[config.mk]
export PLATFORM = sky130hd
export DESIGN_NAME = first_fit_block_allocator
export DESIGN_NICKNAME = d
export VERILOG_FILES = /design/src/hw/rtl/ffba_pkg.sv /design/src/hw/rtl/first_fit_block_allocator.sv /design/src/hw/rtl/ffba_ram.sv
export SDC_FILE = /design/constraint.sdc
export NUM_CORES = 1
export LEC_CHECK = 0
export CAP_MARGIN = 20
export CORE_MARGIN = 2
export CORE_UTILIZATION = 25
export CTS_CLUSTER_DIAMETER = 30
export DETAILED_ROUTE_END_ITERATION = 7
export DONT_BUFFER_PORTS = 1
export HOLD_SLACK_MARGIN = 0.08
export MAX_ROUTING_LAYER = met4
export PLACE_DENSITY = 0.37
export SYNTH_ARGS = -nofsm -noshare
export SYNTH_HDL_FRONTEND = slang
export SYNTH_SLANG_ARGS = --single-unit
[constraint.sdc]
create_clock -name clk -period 16.72 [get_ports clk]
set_clock_uncertainty 0.15 [all_clocks]
set_input_delay 2.508 -clock clk [delete_from_list [all_inputs] [get_ports clk]]
set_output_delay 2.508 -clock clk [all_outputs]
set_load 0.05 [all_outputs]
[src/hw/rtl/ffba_pkg.sv]
// ----------------------------------------------------------------------------
// ffba_pkg
// Shared constants, operation codes and controller states of the first-fit
// block allocator.
// ----------------------------------------------------------------------------
package ffba_pkg;

  localparam int ARENA_BYTES_DEF = 1024;
  localparam int ALIGN_BYTES_DEF = 16;
  localparam int HDR_MIN_BYTES   = 16;
  localparam int OFS_W           = 10;

  localparam logic OP_ALLOC = 1'b0;
  localparam logic OP_FREE  = 1'b1;

  typedef enum logic [2:0] {
    ST_IDLE,
    ST_WALK,
    ST_SPLIT,
    ST_FWR,
    ST_DONE
  } state_t;

endpackage

[src/hw/rtl/first_fit_block_allocator.sv]
// Allocate walks the header chain, one header per cycle through the header RAM
// read port, with an extra header write when the block is split. Free is one
// read-modify-write of the header RAM. One request is taken at a time.
// Reset: synchronous, active low; the first header reads as one free block
// of the whole arena until it is first written, no clearing pass.
// ----------------------------------------------------------------------------
// first_fit_block_allocator
// First-fit allocator with block splitting over a granule-indexed header RAM.
// ALIGN_BYTES must be a power of two.
// ----------------------------------------------------------------------------
module first_fit_block_allocator #(
  parameter int ARENA_BYTES = ffba_pkg::ARENA_BYTES_DEF,
  parameter int ALIGN_BYTES = ffba_pkg::ALIGN_BYTES_DEF
) (
  input  logic                       clk,
  input  logic                       rst_n,
  input  logic                       in_valid,
  output logic                       in_stall,
  input  logic                       in_op,
  input  logic [ffba_pkg::OFS_W-1:0] in_req_size,
  input  logic [ffba_pkg::OFS_W-1:0] in_free_offset,
  output logic                       out_valid,
  input  logic                       out_stall,
  output logic [ffba_pkg::OFS_W-1:0] out_payload_offset,
  output logic                       out_ok
);

  localparam int OW       = ffba_pkg::OFS_W;
  localparam int GRANULES = ARENA_BYTES / ALIGN_BYTES;
  localparam int HDR_G    = (ffba_pkg::HDR_MIN_BYTES + ALIGN_BYTES - 1) / ALIGN_BYTES;
  localparam int HDR_B    = HDR_G * ALIGN_BYTES;
  localparam int LG       = $clog2(ALIGN_BYTES);
  localparam int GW       = $clog2(GRANULES);
  localparam int SW       = $clog2(ARENA_BYTES);
  localparam int CW       = ((SW > OW) ? SW : OW) + 2;
  localparam int EW       = GW + SW + 2;

  localparam logic [CW-1:0] HDR_C    = CW'(HDR_B);
  localparam logic [CW-1:0] HDRG_C   = CW'(HDR_G);
  localparam logic [CW-1:0] ALIGN_C  = CW'(ALIGN_BYTES);
  localparam logic [CW-1:0] AMASK_C  = CW'(ALIGN_BYTES - 1);
  localparam logic [CW-1:0] GRAN_C   = CW'(GRANULES);
  localparam logic [SW-1:0] INIT_SZ  = SW'(ARENA_BYTES - HDR_B);

  ffba_pkg::state_t state_r, state_nxt;

  logic [GW-1:0] g_r, g_nxt;
  logic [GW-1:0] ng_r, ng_nxt;
  logic [CW-1:0] want_r, want_nxt;
  logic [OW-1:0] req_r, req_nxt;
  logic [OW-1:0] res_off_r, res_off_nxt;
  logic          res_ok_r, res_ok_nxt;
  logic          out_valid_r, out_valid_nxt;
  logic [OW-1:0] out_off_r, out_off_nxt;
  logic          out_ok_r, out_ok_nxt;
  logic          h0_wr_r, h0_wr_nxt;
  logic          rd0_r, rd0_nxt;

  logic          mem_we, mem_re;
  logic [GW-1:0] mem_waddr, mem_raddr;
  logic [EW-1:0] mem_wdata, mem_rdata, hdr;

  logic [GW-1:0] b_next;
  logic          b_has_next;
  logic [SW-1:0] b_size;
  logic          b_in_use;

  logic [CW-1:0] b_size_c, ng_full, g_off, f_off, f_hb;
  logic          hit, split, free_ok;

  ffba_ram #(
    .WIDTH(EW),
    .DEPTH(GRANULES)
  ) u_hdr_ram (
    .clk  (clk),
    .we   (mem_we),
    .waddr(mem_waddr),
    .wdata(mem_wdata),
    .re   (mem_re),
    .raddr(mem_raddr),
    .rdata(mem_rdata)
  );

  // first header holds its reset value until written
  assign hdr = (rd0_r && !h0_wr_r) ? {GW'(0), 1'b0, INIT_SZ, 1'b0} : mem_rdata;
  assign {b_next, b_has_next, b_size, b_in_use} = hdr;

  assign b_size_c = CW'(b_size);
  assign ng_full  = CW'(g_r) + HDRG_C + (want_r >> LG);
  assign g_off    = (CW'(g_r) << LG) + HDR_C;
  assign hit      = !b_in_use && (b_size_c >= CW'(req_r));
  assign split    = ((want_r + HDR_C + ALIGN_C) <= b_size_c) && (ng_full < GRAN_C);

  assign f_off    = CW'(in_free_offset);
  assign f_hb     = f_off - HDR_C;
  assign free_ok  = (f_off >= HDR_C) && ((f_off & AMASK_C) == '0) && ((f_hb >> LG) < GRAN_C);

  always_comb begin
    state_nxt     = state_r;
    g_nxt         = g_r;
    ng_nxt        = ng_r;
    want_nxt      = want_r;
    req_nxt       = req_r;
    res_off_nxt   = res_off_r;
    res_ok_nxt    = res_ok_r;
    out_off_nxt   = out_off_r;
    out_ok_nxt    = out_ok_r;
    out_valid_nxt = out_valid_r && out_stall;
    mem_we        = 1'b0;
    mem_waddr     = g_r;
    mem_wdata     = hdr;
    mem_re        = 1'b0;
    mem_raddr     = '0;

    unique case (state_r)
      ffba_pkg::ST_IDLE: begin
        if (in_valid) begin
          req_nxt     = in_req_size;
          want_nxt    = (CW'(in_req_size) + AMASK_C) & ~AMASK_C;
          res_off_nxt = '0;
          res_ok_nxt  = 1'b0;
          if (in_op == ffba_pkg::OP_ALLOC) begin
            g_nxt     = '0;
            mem_re    = 1'b1;
            mem_raddr = '0;
            state_nxt = ffba_pkg::ST_WALK;
          end else if (free_ok) begin
            g_nxt     = GW'(f_hb >> LG);
            mem_re    = 1'b1;
            mem_raddr = GW'(f_hb >> LG);
            state_nxt = ffba_pkg::ST_FWR;
          end else begin
            state_nxt = ffba_pkg::ST_DONE;
          end
        end
      end
      ffba_pkg::ST_WALK: begin
        if (hit) begin
          res_off_nxt = OW'(g_off);
          res_ok_nxt  = 1'b1;
          if (split) begin
            mem_we    = 1'b1;
            mem_waddr = GW'(ng_full);
            mem_wdata = {b_next, b_has_next, SW'(b_size_c - want_r - HDR_C), 1'b0};
            ng_nxt    = GW'(ng_full);
            state_nxt = ffba_pkg::ST_SPLIT;
          end else begin
            mem_we    = 1'b1;
            mem_waddr = g_r;
            mem_wdata = {b_next, b_has_next, b_size, 1'b1};
            state_nxt = ffba_pkg::ST_DONE;
          end
        end else if (!b_has_next) begin
          state_nxt = ffba_pkg::ST_DONE;
        end else begin
          g_nxt     = b_next;
          mem_re    = 1'b1;
          mem_raddr = b_next;
        end
      end
      ffba_pkg::ST_SPLIT: begin
        mem_we    = 1'b1;
        mem_waddr = g_r;
        mem_wdata = {ng_r, 1'b1, SW'(want_r), 1'b1};
        state_nxt = ffba_pkg::ST_DONE;
      end
      ffba_pkg::ST_FWR: begin
        mem_we     = 1'b1;
        mem_waddr  = g_r;
        mem_wdata  = {b_next, b_has_next, b_size, 1'b0};
        res_ok_nxt = 1'b1;
        state_nxt  = ffba_pkg::ST_DONE;
      end
      ffba_pkg::ST_DONE: begin
        if (!out_valid_r || !out_stall) begin
          out_valid_nxt = 1'b1;
          out_off_nxt   = res_off_r;
          out_ok_nxt    = res_ok_r;
          state_nxt     = ffba_pkg::ST_IDLE;
        end
      end
      default: state_nxt = ffba_pkg::ST_IDLE;
    endcase

    h0_wr_nxt = h0_wr_r || (mem_we && (mem_waddr == '0));
    rd0_nxt   = mem_re ? (mem_raddr == '0) : rd0_r;
  end

  always_ff @(posedge clk) begin
    if (!rst_n) begin
      state_r     <= ffba_pkg::ST_IDLE;
      out_valid_r <= 1'b0;
      h0_wr_r     <= 1'b0;
      rd0_r       <= 1'b0;
    end else begin
      state_r     <= state_nxt;
      out_valid_r <= out_valid_nxt;
      h0_wr_r     <= h0_wr_nxt;
      rd0_r       <= rd0_nxt;
    end
    g_r       <= g_nxt;
    ng_r      <= ng_nxt;
    want_r    <= want_nxt;
    req_r     <= req_nxt;
    res_off_r <= res_off_nxt;
    res_ok_r  <= res_ok_nxt;
    out_off_r <= out_off_nxt;
    out_ok_r  <= out_ok_nxt;
  end

  assign in_stall           = (state_r != ffba_pkg::ST_IDLE);
  assign out_valid          = out_valid_r;
  assign out_payload_offset = out_off_r;
  assign out_ok             = out_ok_r;

`ifndef SYNTH
  a_out_from_done: assert property (@(posedge clk) disable iff (!rst_n)
    $rose(out_valid_r) |-> $past(state_r == ffba_pkg::ST_DONE))
    else $error("result issued outside completion state");

  a_split_after_walk: assert property (@(posedge clk) disable iff (!rst_n)
    (state_r == ffba_pkg::ST_SPLIT) |-> $past(state_r == ffba_pkg::ST_WALK))
    else $error("split write not preceded by header walk");

  a_fail_zero_offset: assert property (@(posedge clk) disable iff (!rst_n)
    (out_valid_r && !out_ok_r) |-> (out_off_r == '0))
    else $error("failed request carries non-zero offset");

  a_no_write_idle: assert property (@(posedge clk) disable iff (!rst_n)
    (state_r == ffba_pkg::ST_IDLE || state_r == ffba_pkg::ST_DONE) |-> !mem_we)
    else $error("header write outside a request");
`endif

endmodule

[src/hw/rtl/ffba_ram.sv]
// ----------------------------------------------------------------------------
// ffba_ram
// Generic single-write, single-read synchronous RAM with registered read.
// ----------------------------------------------------------------------------
module ffba_ram #(
  parameter int WIDTH = 18,
  parameter int DEPTH = 64
) (
  input  logic                     clk,
  input  logic                     we,
  input  logic [$clog2(DEPTH)-1:0] waddr,
  input  logic [WIDTH-1:0]         wdata,
  input  logic                     re,
  input  logic [$clog2(DEPTH)-1:0] raddr,
  output logic [WIDTH-1:0]         rdata
);

  logic [WIDTH-1:0] mem [DEPTH];

  always_ff @(posedge clk) begin
    if (we) begin
      mem[waddr] <= wdata;
    end
    if (re) begin
      rdata <= mem[raddr];
    end
  end

endmodule

==> impl_metrics.ini <==
[outcome]
run_status = completed

[sta]
worstMarginPinSlew_ns = 1.172
tns_ns = 0
max_clock_freq_ghz = 0.1439
setup_slack_ns = 9.773
period_minus_slack_ns = 6.947
final-setup-viol-count = 0
slew_headroom_pct = 21.84
fin_crit_sh_pct = 41.55
hold_viol_final = 0
hold_slack_ns = 0.2666
rsz0062_at_grt = false
drv_slew = 0

[layout]
design_area_sq_um = 64260
nFillCells = 19540
area_growth_pct = 27.96
finalNetCount = 3815
layout-drive-gt1-share_pct = 17.98

[drt]
drt-wirelength-per-cell_microns = 27.66
finalWirelength_microns = 184000
drc = 0
first_iter_violations = 2412
drt_first_pass_iters = 5
vias = 32100
postRouteAntennaNets = 0
vias_per_cell = 4.826

[die]
num_rows = 164
pin_count = 38
coreArea_sq_um = 199700
die_area_sq_um = 204500
die_h_microns = 452.2
die_x_microns = 452.2
start_util_pct = 25.15

[logic_synthesis]
syn_avg_cell_area_sq_um = 14.18
synth-seq-cells = 1219
synth-adder-area-share_pct = 0.9767
yosysTopAreaCell = edfxtp_1
yosys-top-cells-count = 1213 x edfxtp_1, 635 x nand2_1, 218 x nand3_1
ys_warn_count = 0
synth-compound-area-share_pct = 8.357
synthFlopType = edfxtp_1
synth.area.top_cells = edfxtp_1 73%, nand2_1 4.7%, mux2i_1 3.9%
yosysSeqAreaShare_pct = 72.77
synth_xor_area_share_pct = 0.4186
synth_top_family_by_area = simple AND/OR/NAND/NOR gates
synth_mux_area_share_pct = 4.273
synth_area_sq_um = 50220
synth_most_common_cell = edfxtp_1
synth_edf_count = 1213
synth-simple-area-share_pct = 10.47
synth_cells = 3541
synth_cell_type_count = 92
synthArstFlopShare_pct = 0
synth_top_area_share_pct = 72.54

[power]
peakVddDrop_mv = 0.08572
power.density_nw_per_um2 = 154.6
totalPowerFinal_mw = 9.932
p_leak_nw = 22.74

[clocking]
cts_setup_buffers = 0
hold_buffers = 0
clock_latency_ns = 0.91
htree_levels = 5
cts_sinks = 1219
numCtsBuffers = 315
cts-root-buf = clkbuf_16
cts_buffer_depth = 4
cts_tree = yes
cts_resized = 0
path_clk_slew_ns = 0.04

[worst_setup_path]
cp_max_fo = 124
worstPathArrival_ns = 7.58
endpoint_kind = register
cp.required_ns = 17.35
rr_worst_depth = 16
crit_type = input port to register
cp-start-kind = input port

[global_route]
grt_pass1_wl_microns = 257100
grt_overflow = 0
antenna_found_initial = 11
grt_max_degree = 132
grt_util_all_layers_pct = 18.28
grt_pass1_vias = 32220

[placed_design]
place.gp.congestion = 0.7699
pre_cts_slack_ns = 8.729
dpl-instance-area_sq_um = 53970
dpl.hpwl_microns = 99080
io_buffers = 0

[min_path]
whs_path_depth = 0
hold_class = register to register

[run]
maxCapViolations = 0
per-stage QoR:
step,std cells,utilization [%]
6_report,6650,32.18
5_1_grt,6647,32.18
4_1_cts,6644,32.18
3_3_place_gp,6081,26.96
2_1_floorplan,3544,-
3_5_place_dp,6091,27.03
state kept, by name, summed over array words and instances, names as in the netlist:
name / count
g_r: 6
h0_wr_r: 1
ng_r: 6
out_ok: 1
out_payload_offset: 6
out_valid: 1
rd0_r: 1
req_r: 10
res_off_r: 6
res_ok_r: 1
state_r: 3
u_hdr_ram.mem: 1152
u_hdr_ram.rdata: 18
want_r: 7
worst max-delay path, stage by stage:
cell      delay [ns]
and3_1          0.79
nand3_4         0.35
or2_4           0.54
nand2_8         0.56
buf_12          0.56
buf_4           0.58
a211oi_1        0.15
a311oi_1        0.27
a31oi_1         0.12
a221oi_1        0.68
o32a_1          0.26
layout make-up:
type | instances | area [sq um] | share of cell area, %
diodes | 6 | 15.01 | 0.02337
clock buffers | 359 | 8112 | 12.62
clock inverters | 194 | 2162 | 3.365
inverters | 41 | 153.9 | 0.2395
multi-input cells | 2063 | 13030 | 20.27
flip-flops and latches | 1219 | 36550 | 56.87
well taps | 2656 | 3323 | 5.172
repair buffers | 112 | 920.9 | 1.433
final timing paths:
path	start	end	slack, ns
min reg2reg	res_off_r[6]	out_payload_offset[6]	0.27
max reg2reg	u_hdr_ram.rdata[10]	u_hdr_ram.rdata[12]	9.86
min	res_off_r[6]	out_payload_offset[6]	0.27
max	in_valid	u_hdr_ram.rdata[13]	9.77
per-layer routing:
layer / share of wire, % / up-vias / track usage (%) / wire length [microns]
met1: 46 / 16760 / 24.07 / 83890
met4: 2.3 / 0 / 5.419 / 4292
met5: 0 / - / - / 0
li1: - / 14150 / - / -
met2: 48 / 943 / 29.00 / 87650
met3: 4.4 / 245 / 2.867 / 8130
cell families (layout without fill, tap and decap cells):
group	count (synthesis)	in the layout
flops	1219	1219
mux	212	212
fa+ha+maj	38	38
compound gates	608	608
simple gates	1177	1177
other cells	1	10
buf+inv	262	706
xor+xnor	24	24
power by group:
| part | switching, mW | internal [mW] |
|---|---|---|
| clock | 1.78 | 4.12 |
| combinational | 0.404 | 0.108 |
| sequential | 0.0282 | 3.49 |
placed cells by master (no fill, tap or decap), types with 47 or more instances in the layout:
cell | Yosys | final
buf_4 | 39 | 103
a31oi_1 | 54 | 54
edfxtp_1 | 1213 | 1213
clkinv_1 | 0 | 51
clkinv_2 | 0 | 61
clkbuf_16 | 0 | 318
and3_1 | 84 | 84
a21oi_1 | 114 | 113
mux2i_1 | 196 | 196
o22ai_1 | 58 | 57
nand3_1 | 218 | 218
nand2_1 | 635 | 632
nor2_1 | 118 | 47
a211oi_1 | 80 | 80
o21ai_0 | 84 | 69
No activity file was read; power rests on OpenSTA's default activity.
